<file path="src/rtl/rational_arith_reduce_macros.svh">
// assertion macros shared by the rational arithmetic block
// expects clk and arst_n in the scope of each use
`ifndef RATIONAL_ARITH_REDUCE_MACROS_SVH
`define RATIONAL_ARITH_REDUCE_MACROS_SVH

// condition that holds at every clock edge out of reset
`define RAR_ASSERT(lbl, expr, msg) \
	lbl: assert property (@(posedge clk) disable iff (!arst_n) (expr)) else $error(msg);

// same-cycle implication
`define RAR_ASSERT_IMP(lbl, ante, cons, msg) \
	lbl: assert property (@(posedge clk) disable iff (!arst_n) (ante) |-> (cons)) else $error(msg);

// next-cycle implication
`define RAR_ASSERT_NXT(lbl, ante, cons, msg) \
	lbl: assert property (@(posedge clk) disable iff (!arst_n) (ante) |=> (cons)) else $error(msg);

`endif

</file>
<file path="src/rtl/rar_pkg.sv">
// shared types and constants of the rational arithmetic block
// no dependencies
package rar_pkg;

	typedef logic [1:0] kind_t;

	// operation codes carried in the input tuser
	localparam kind_t KIND_ADD = 2'd0;
	localparam kind_t KIND_SUB = 2'd1;
	localparam kind_t KIND_MUL = 2'd2;
	localparam kind_t KIND_DIV = 2'd3;

	// result field widths
	localparam int NUM_W       = 33;
	localparam int DEN_W       = 31;
	localparam int OUT_TDATA_W = 64;

	// status of the reduction unit towards the sequencer
	typedef struct packed {
		logic busy;
		logic done;
	} rar_red_stat_t;

endpackage

</file>
<file path="src/rtl/rar_mul.sv">
// registered unsigned multiplier shared by all product steps
// depends on nothing but its width parameter
module rar_mul #(
	parameter int W = 16
) (
	input  logic           clk,
	input  logic [W-1:0]   a,
	input  logic [W-1:0]   b,
	output logic [2*W-1:0] p_q
);

	// one product per cycle, result registered
	always_ff @(posedge clk) begin
		p_q <= (2*W)'(a) * (2*W)'(b);
	end

endmodule

</file>
<file path="src/rtl/rar_sub.sv">
// shared subtract and compare unit of the reduction datapath
// depends on nothing but its width parameter
module rar_sub #(
	parameter int W = 33
) (
	input  logic [W-1:0] x,
	input  logic [W-1:0] y,
	output logic [W-1:0] diff,
	output logic         borrow
);

	// difference and borrow, borrow set when y exceeds x
	always_comb begin
		{borrow, diff} = {1'b0, x} - {1'b0, y};
	end

endmodule

</file>
<file path="src/rtl/rar_reduce.sv">
// reduction to lowest terms: binary gcd, then two restoring divisions
// depends on rar_pkg, rar_sub and the assertion macro header
`include "rational_arith_reduce_macros.svh"

module rar_reduce #(
	parameter int PW = 32
) (
	input  logic                  clk,
	input  logic                  arst_n,
	input  logic                  start,
	input  logic [PW-1:0]         num_in,
	input  logic [PW-1:0]         den_in,
	output logic [PW-1:0]         num_out,
	output logic [PW-1:0]         den_out,
	output rar_pkg::rar_red_stat_t stat
);

	localparam int CW = $clog2(PW);

	localparam logic [1:0] R_IDLE = 2'd0;
	localparam logic [1:0] R_GCD  = 2'd1;
	localparam logic [1:0] R_DIVN = 2'd2;
	localparam logic [1:0] R_DIVD = 2'd3;

	logic [1:0]    st_q;
	logic [CW-1:0] cnt_q;
	logic          done_q;

	// a_q and b_q hold the gcd pair, later divisor and remainder
	logic [PW-1:0] a_q;
	logic [PW-1:0] b_q;
	logic [PW-1:0] n_q;
	logic [PW-1:0] d_q;

	logic [PW:0]   sub_x;
	logic [PW:0]   sub_y;
	logic [PW:0]   sub_d;
	logic          sub_b;
	logic [PW:0]   neg_d;
	logic          qbit;

	// operand selection for the shared subtractor
	always_comb begin
		case (st_q)
			R_DIVN: begin
				sub_x = {b_q, n_q[PW-1]};
				sub_y = {1'b0, a_q};
			end
			R_DIVD: begin
				sub_x = {b_q, d_q[PW-1]};
				sub_y = {1'b0, a_q};
			end
			default: begin
				sub_x = {1'b0, a_q};
				sub_y = {1'b0, b_q};
			end
		endcase
	end

	rar_sub #(.W(PW + 1)) u_sub (
		.x      (sub_x),
		.y      (sub_y),
		.diff   (sub_d),
		.borrow (sub_b)
	);

	assign neg_d = (PW + 1)'(0) - sub_d;
	assign qbit  = !sub_b;

	// sequencer
	always_ff @(posedge clk or negedge arst_n) begin
		if (!arst_n) begin
			st_q   <= R_IDLE;
			cnt_q  <= '0;
			done_q <= 1'b0;
		end else begin
			done_q <= (st_q == R_DIVD) && (cnt_q == '0);
			unique case (st_q)
				R_IDLE: begin
					if (start) begin
						st_q <= R_GCD;
					end
				end
				R_GCD: begin
					if (a_q == '0 || b_q == '0) begin
						cnt_q <= CW'(PW - 1);
						st_q  <= R_DIVN;
					end
				end
				R_DIVN: begin
					if (cnt_q == '0) begin
						cnt_q <= CW'(PW - 1);
						st_q  <= R_DIVD;
					end else begin
						cnt_q <= cnt_q - CW'(1);
					end
				end
				R_DIVD: begin
					if (cnt_q == '0) begin
						st_q <= R_IDLE;
					end else begin
						cnt_q <= cnt_q - CW'(1);
					end
				end
				default: st_q <= R_IDLE;
			endcase
		end
	end

	// datapath: shared factors of two leave n and d as they leave a and b
	always_ff @(posedge clk) begin
		case (st_q)
			R_IDLE: begin
				if (start) begin
					a_q <= num_in;
					b_q <= den_in;
					n_q <= num_in;
					d_q <= den_in;
				end
			end
			R_GCD: begin
				if (a_q == '0 || b_q == '0) begin
					a_q <= a_q | b_q;
					b_q <= '0;
				end else if (!a_q[0] && !b_q[0]) begin
					a_q <= a_q >> 1;
					b_q <= b_q >> 1;
					n_q <= n_q >> 1;
					d_q <= d_q >> 1;
				end else if (!a_q[0]) begin
					a_q <= a_q >> 1;
				end else if (!b_q[0]) begin
					b_q <= b_q >> 1;
				end else if (!sub_b) begin
					// both odd: difference is even, halve it at once
					a_q <= {1'b0, sub_d[PW-1:1]};
				end else begin
					b_q <= {1'b0, neg_d[PW-1:1]};
				end
			end
			R_DIVN: begin
				// remainder starts from zero again for the denominator
				if (cnt_q == '0) begin
					b_q <= '0;
				end else begin
					b_q <= qbit ? sub_d[PW-1:0] : sub_x[PW-1:0];
				end
				n_q <= {n_q[PW-2:0], qbit};
			end
			R_DIVD: begin
				b_q <= qbit ? sub_d[PW-1:0] : sub_x[PW-1:0];
				d_q <= {d_q[PW-2:0], qbit};
			end
			default: begin
			end
		endcase
	end

	assign num_out   = n_q;
	assign den_out   = d_q;
	assign stat.busy = (st_q != R_IDLE);
	assign stat.done = done_q;

	`RAR_ASSERT_IMP(a_start_idle, start, st_q == R_IDLE, "reduce started while busy")
	`RAR_ASSERT_IMP(a_gcd_nonzero, st_q == R_GCD, a_q != '0 || b_q != '0, "gcd pair is all zero")
	`RAR_ASSERT_IMP(a_div_odd, st_q == R_DIVN || st_q == R_DIVD, a_q[0], "divisor not odd")

endmodule

</file>
<file path="src/rtl/rational_arith_reduce.sv">
// top level of the rational arithmetic block: input capture, products, sum, output
// depends on rar_pkg, rar_mul, rar_reduce and the assertion macro header
`include "rational_arith_reduce_macros.svh"

// Takes two fractions and an operation (add, subtract, multiply, divide),
// forms the exact result by cross-multiplication and gives it in lowest
// terms with a positive denominator. One item is in work at a time: the
// input is not ready from acceptance until its result has been taken.
// An item takes three products on a single shared multiplier, a state
// that forms the numerator and denominator, then the reduction unit:
// a binary gcd of at most about 2*P steps followed by two restoring
// divisions of P steps each on one shared subtractor, with
// P = 2*OPERAND_WIDTH, and a final load of the result. A zero numerator
// skips the reduction, and a zero denominator goes straight to the
// output, which is offered in the cycle after acceptance.
// A zero denominator, in an input or from dividing by zero, gives 0 over 0
// with the error flag set.
module rational_arith_reduce #(
	parameter int OPERAND_WIDTH = 16
) (
	input  logic                                 clk,
	input  logic                                 arst_n,
	input  logic                                 s_tvalid,
	output logic                                 s_tready,
	// left_num, left_den, right_num, right_den from the lowest bit up
	input  logic [((4*OPERAND_WIDTH+7)/8)*8-1:0] s_tdata,
	// kind
	input  logic [1:0]                           s_tuser,
	output logic                                 m_tvalid,
	input  logic                                 m_tready,
	// result_num, result_den from the lowest bit up
	output logic [rar_pkg::OUT_TDATA_W-1:0]      m_tdata,
	// zero_den_error
	output logic                                 m_tuser
);

	localparam int W  = OPERAND_WIDTH;
	localparam int PW = 2 * W;
	localparam int EW = (PW > rar_pkg::NUM_W) ? PW : rar_pkg::NUM_W;

	localparam logic [2:0] S_IDLE = 3'd0;
	localparam logic [2:0] S_M1   = 3'd1;
	localparam logic [2:0] S_M2   = 3'd2;
	localparam logic [2:0] S_M3   = 3'd3;
	localparam logic [2:0] S_ADD  = 3'd4;
	localparam logic [2:0] S_RED  = 3'd5;
	localparam logic [2:0] S_OUT  = 3'd6;

	logic [2:0] state_q;

	// captured operands in sign and magnitude
	rar_pkg::kind_t kind_q;
	logic [W-1:0] ln_q, ld_q, rn_q, rd_q;
	logic         ln_n_q, ld_n_q, rn_n_q, rd_n_q;

	logic [W-1:0] ln_raw, ld_raw, rn_raw, rd_raw;
	logic         in_err;

	logic [W-1:0]  mul_a, mul_b;
	logic [PW-1:0] mul_p;
	logic [PW-1:0] p1_q, p2_q;

	logic          s1_raw, s2_raw, a_neg, b_neg;
	logic [PW-1:0] sum_ab;
	logic [PW:0]   d_ab, d_ba;
	logic [PW-1:0] add_mag;
	logic          add_neg;
	logic [PW-1:0] num_mag, den_mag;
	logic          num_neg, den_neg;
	logic          neg_q;

	logic                    red_start;
	logic [PW-1:0]           red_num, red_den;
	rar_pkg::rar_red_stat_t  red_stat;

	logic [EW-1:0]                   nmag_ext, nval_ext, dmag_ext;
	logic [rar_pkg::OUT_TDATA_W-1:0] m_tdata_q;
	logic                            m_tuser_q;

	function automatic logic [W-1:0] mag_of(input logic [W-1:0] v);
		return v[W-1] ? W'(~v + W'(1)) : v;
	endfunction

	assign ln_raw = s_tdata[W-1:0];
	assign ld_raw = s_tdata[2*W-1:W];
	assign rn_raw = s_tdata[3*W-1:2*W];
	assign rd_raw = s_tdata[4*W-1:3*W];

	// zero denominator in an input, or division by a zero fraction
	assign in_err = (ld_raw == '0) || (rd_raw == '0)
		|| (s_tuser == rar_pkg::KIND_DIV && rn_raw == '0);

	// multiplier operands for each product step
	always_comb begin
		case (state_q)
			S_M1: begin
				mul_a = ln_q;
				mul_b = (kind_q == rar_pkg::KIND_MUL) ? rn_q : rd_q;
			end
			S_M2: begin
				case (kind_q) inside
					rar_pkg::KIND_ADD, rar_pkg::KIND_SUB: begin
						mul_a = rn_q;
						mul_b = ld_q;
					end
					rar_pkg::KIND_MUL: begin
						mul_a = ld_q;
						mul_b = rd_q;
					end
					default: begin
						mul_a = ld_q;
						mul_b = rn_q;
					end
				endcase
			end
			default: begin
				mul_a = ld_q;
				mul_b = rd_q;
			end
		endcase
	end

	rar_mul #(.W(W)) u_mul (
		.clk (clk),
		.a   (mul_a),
		.b   (mul_b),
		.p_q (mul_p)
	);

	// signs of the two first products, subtraction flips the second
	always_comb begin
		s1_raw = ln_n_q ^ ((kind_q == rar_pkg::KIND_MUL) ? rn_n_q : rd_n_q);
		case (kind_q)
			rar_pkg::KIND_ADD: s2_raw = rn_n_q ^ ld_n_q;
			rar_pkg::KIND_SUB: s2_raw = !(rn_n_q ^ ld_n_q);
			rar_pkg::KIND_MUL: s2_raw = ld_n_q ^ rd_n_q;
			default:           s2_raw = ld_n_q ^ rn_n_q;
		endcase
	end

	// sign-magnitude sum and selection of numerator and denominator
	always_comb begin
		a_neg  = s1_raw && (p1_q != '0);
		b_neg  = s2_raw && (p2_q != '0);
		sum_ab = p1_q + p2_q;
		d_ab   = {1'b0, p1_q} - {1'b0, p2_q};
		d_ba   = {1'b0, p2_q} - {1'b0, p1_q};
		if (a_neg == b_neg) begin
			add_mag = sum_ab;
			add_neg = a_neg;
		end else if (!d_ab[PW]) begin
			add_mag = d_ab[PW-1:0];
			add_neg = a_neg;
		end else begin
			add_mag = d_ba[PW-1:0];
			add_neg = b_neg;
		end
		if (kind_q == rar_pkg::KIND_ADD || kind_q == rar_pkg::KIND_SUB) begin
			num_mag = add_mag;
			num_neg = add_neg;
			den_mag = mul_p;
			den_neg = ld_n_q ^ rd_n_q;
		end else begin
			num_mag = p1_q;
			num_neg = a_neg;
			den_mag = p2_q;
			den_neg = s2_raw;
		end
	end

	assign red_start = (state_q == S_ADD) && (num_mag != '0);

	rar_reduce #(.PW(PW)) u_reduce (
		.clk     (clk),
		.arst_n  (arst_n),
		.start   (red_start),
		.num_in  (num_mag),
		.den_in  (den_mag),
		.num_out (red_num),
		.den_out (red_den),
		.stat    (red_stat)
	);

	// result fields, wrapped to their widths
	always_comb begin
		nmag_ext = EW'(red_num);
		dmag_ext = EW'(red_den);
		nval_ext = neg_q ? (EW'(0) - nmag_ext) : nmag_ext;
	end

	// sequencer
	always_ff @(posedge clk or negedge arst_n) begin
		if (!arst_n) begin
			state_q <= S_IDLE;
		end else begin
			unique case (state_q)
				S_IDLE: begin
					if (s_tvalid) begin
						state_q <= in_err ? S_OUT : S_M1;
					end
				end
				S_M1:  state_q <= S_M2;
				S_M2:  state_q <= S_M3;
				S_M3:  state_q <= S_ADD;
				S_ADD: state_q <= (num_mag == '0) ? S_OUT : S_RED;
				S_RED: begin
					if (red_stat.done) begin
						state_q <= S_OUT;
					end
				end
				S_OUT: begin
					if (m_tready) begin
						state_q <= S_IDLE;
					end
				end
				default: state_q <= S_IDLE;
			endcase
		end
	end

	// payload registers
	always_ff @(posedge clk) begin
		case (state_q)
			S_IDLE: begin
				if (s_tvalid) begin
					kind_q    <= s_tuser;
					ln_q      <= mag_of(ln_raw);
					ld_q      <= mag_of(ld_raw);
					rn_q      <= mag_of(rn_raw);
					rd_q      <= mag_of(rd_raw);
					ln_n_q    <= ln_raw[W-1];
					ld_n_q    <= ld_raw[W-1];
					rn_n_q    <= rn_raw[W-1];
					rd_n_q    <= rd_raw[W-1];
					m_tdata_q <= '0;
					m_tuser_q <= 1'b1;
				end
			end
			S_M2: p1_q <= mul_p;
			S_M3: p2_q <= mul_p;
			S_ADD: begin
				neg_q     <= num_neg ^ den_neg;
				m_tdata_q <= {rar_pkg::DEN_W'(1), rar_pkg::NUM_W'(0)};
				m_tuser_q <= 1'b0;
			end
			S_RED: begin
				if (red_stat.done) begin
					m_tdata_q <= {dmag_ext[rar_pkg::DEN_W-1:0], nval_ext[rar_pkg::NUM_W-1:0]};
					m_tuser_q <= 1'b0;
				end
			end
			default: begin
			end
		endcase
	end

	assign s_tready = (state_q == S_IDLE);
	assign m_tvalid = (state_q == S_OUT);
	assign m_tdata  = m_tdata_q;
	assign m_tuser  = m_tuser_q;

	`RAR_ASSERT(a_one_item, !(s_tready && m_tvalid), "input ready while a result waits")
	`RAR_ASSERT_IMP(a_err_zero, m_tvalid && m_tuser, m_tdata == '0, "error item has nonzero data")
	`RAR_ASSERT_IMP(a_red_busy, red_stat.busy, state_q == S_RED, "reduction busy outside its state")
	`RAR_ASSERT_NXT(a_done_out, red_stat.done, m_tvalid, "reduced result not presented")

endmodule

</file>
<file path="config.mk">
export PLATFORM = sky130hd
export DESIGN_NAME = rational_arith_reduce
export DESIGN_NICKNAME = d
export VERILOG_FILES = /design/src/rtl/rar_pkg.sv /design/src/rtl/rar_mul.sv /design/src/rtl/rar_sub.sv /design/src/rtl/rar_reduce.sv /design/src/rtl/rational_arith_reduce.sv
export VERILOG_INCLUDE_DIRS = /design/src /design/src/rtl
export SDC_FILE = /design/constraint.sdc
export NUM_CORES = 2
export LEC_CHECK = 0
export ABC_AREA = 1
export BUFFER_PORTS_ARGS = -buffer_cell sky130_fd_sc_hd__buf_2
export CAP_MARGIN = 25
export CORE_MARGIN = 2
export CORE_UTILIZATION = 57
export CTS_CLUSTER_DIAMETER = 100
export CTS_CLUSTER_SIZE = 10
export DETAILED_ROUTE_END_ITERATION = 10
export PLACE_DENSITY = 0.76
export SLEW_MARGIN = 20
export SYNTH_ARGS = -nofsm -noshare
export SYNTH_HDL_FRONTEND = slang
export SYNTH_HIERARCHICAL = 1
export SYNTH_SLANG_ARGS = --single-unit
</file>
<file path="constraint.sdc">
create_clock -name clk -period 14.85 [get_ports clk]
set_clock_uncertainty 0.2 [all_clocks]
set_input_delay 2.2275 -clock clk [delete_from_list [all_inputs] [get_ports clk]]
set_output_delay 2.2275 -clock clk [all_outputs]
set_load 0.005 [all_outputs]
</file>
==> impl_results.md <==
* Outcome: completed
* Die area at 74800 sq um
* RSZ-0062 raised after global routing: false
* Resize count post-CTS at 0
* Avg Cell Area, Syn at 6.67 sq um
* Die Wd at 274 um
* Critical R2R Launch: kind_q[0]$_DFFE_PP_
* Post-CTS Hold Fix Bufs at 0
* Fill cells at a little under 7000
* Total track usage at 38.9%
* Drt via density at roughly 5.7
* Post-DP HPWL at 116 mm
* GPL Wtd Cong at 1.04
* Synth Warn # at 6
* Critical Path Most Common Cell: inv_1
* CP Data Required Time at 15.13 ns
* DRC Markers at 0
* Max Clk Rate at 0.116 GHz
* Clock sinks at 371
* Min-delay src: u_reduce/cnt_q[4]$_DFFE_PN0P_
* Port Buffer Count at 136
* Initial antenna violation count at 1
* Global-route wire length before repair at 222 mm
* Core area at 71700 sq um
* R2R setup slack at 6.25 ns
* Hold Path Depth at 2
* Commonest non-fill, non-tap cells in the layout: nand2_1, inv_1, nor2_1, edfxtp_1, nand3_1
* Starting Density at 57.7%
* HP Class: flop to flop
* Slew @ Worst Pin at 1.06 ns
* Setup CP Type: flop to flop
* Critical path's slowest cell: clkinv_2
* Clk buf depth at 3
* Fin crit share at 57.9%
* Post-layout min period at 8.60 ns
* IO Count at around 140
* Worst-path clk slew at 0.06 ns
* Share of cells above drive strength 1 at 6.60%
* Post-route ant nets at 0
* Max FO, Critical Path at 73
* Post-CTS Setup Bufs at 0
* Total Neg Setup Slack at 0 ns
* Setup violators final at 0
* Mapped Area at 41400 sq um
* Routed WL at 146 mm
* CTS tree: done
* Crit path capture type: flop
* Number of global-route vias before repair at 38200
* Post-Syn Nets at slightly below 7000
* Hold Fails Final Rpt at 0
* Inserted Clock Buffers at 43
* R2R Path End: u_mul/p_q[31]$_DFF_P_
* R2R cell count at 29
* Largest net degree at the start of global routing at 108
* Worst Path Arrival at 8.88 ns
* Global route overflow at 0
* Die H at ~270 um
* DR vias at 40700
* Routed WL per cell at 20.3 um
* Largest stage delay on the critical path at 0.94 ns
* Hold worst-path end: u_reduce/cnt_q[4]$_DFFE_PN0P_
* Max_cap viols at 0
* Root Buffer: clkbuf_16
* Max transition margin at ~30%
* Worst skew pair latency at 0.62 ns
* Starting DRC count in detailed routing at 4862
* Cells after Synth at 6205
* Clock H-tree levels at 2
* Critical path launch point type: flop
* Layout Nets at 6730
* Commonest non-fill, non-tap cell in the layout: nand2_1
* Pre-antenna DRT Iters at 6
* Layout area overhead at 6.14%
* Max Slew Vio Count at 0
* Row cnt at between 90 and 100
-- routing by layer --
metal	wire, um	GRT usage, %
met4	8470	19.4
met3	14700	6.86
met5	0	0
met2	64600	61.8
met1	58500	51.2
-- how the worst max path moves through the flow --
stage,start,end,cells past startpoint
floorplan,state_q[2]$_DFFE_PN0P_,u_mul/p_q[29]$_DFF_P_,32
global placement,kind_q[0]$_DFFE_PP_,u_mul/p_q[28]$_DFF_P_,27
detailed placement,kind_q[0]$_DFFE_PP_,u_mul/p_q[31]$_DFF_P_,29
CTS,kind_q[0]$_DFFE_PP_,u_mul/p_q[31]$_DFF_P_,29
global route,kind_q[0]$_DFFE_PP_,u_mul/p_q[31]$_DFF_P_,29
finish,kind_q[0]$_DFFE_PP_,u_mul/p_q[31]$_DFF_P_,29
-- final cells by class --
cell class / count / area (sq um) / area share, %
clock inverter: 4 / 78.8 / 0.179
sequential: 371 / 10800 / 24.5
multi-input combinational: 4353 / 24900 / 56.6
timing repair buffer: 193 / 1170 / 2.65
tap: 950 / 1190 / 2.70
clock buffer: 70 / 1180 / 2.68
inverter: 1252 / 4700 / 10.7
antenna: 2 / 5.00 / 0.0114
-- state kept, by name, summed over array words and instances, names as in the netlist, 3 cells and up --
register / flops
ld_q: 16
ln_q: 16
m_tdata: 64
p1_q: 32
p2_q: 32
rd_q: 16
rn_q: 16
state_q: 3
u_mul/p_q: 32
u_reduce/a_q: 32
u_reduce/b_q: 32
u_reduce/cnt_q: 5
u_reduce/den_out: 32
u_reduce/num_out: 32
-- critical path, delay by kind of cell (launching register included) --
| kind | cells | cell delay, ns |
|---|---|---|
| AO/OA/AOI/OAI | 1 | 0.47 |
| AND/OR/NAND/NOR | 11 | 2.33 |
| buffers and inverters | 9 | 1.45 |
| adder cells (fa/ha/maj) | 8 | 3.66 |
| flip-flops | 1 | 0.35 |
-- per-stage QoR --
stage / hold slack, ns / std cells / area (sq um) / setup slack (ns) / utilization (%)
5_1_grt: 0.310 / 7193 / 43900 / 5.62 / 61.3
3_5_place_dp: 0.264 / 7116 / 42600 / 6.36 / 59.4
3_3_place_gp: 0.258 / 7114 / 42600 / 6.51 / 59.4
4_1_cts: 0.276 / 7190 / 43900 / 6.35 / 61.2
6_report: 0.276 / 7195 / 43900 / 6.25 / 61.3
2_1_floorplan: 0.226 / 6205 / 41400 / 5.38 / -
Power is left out: the tool's default activity adds up to more than one toggle a clock period on the data nets, which glitch-free logic cannot reach.
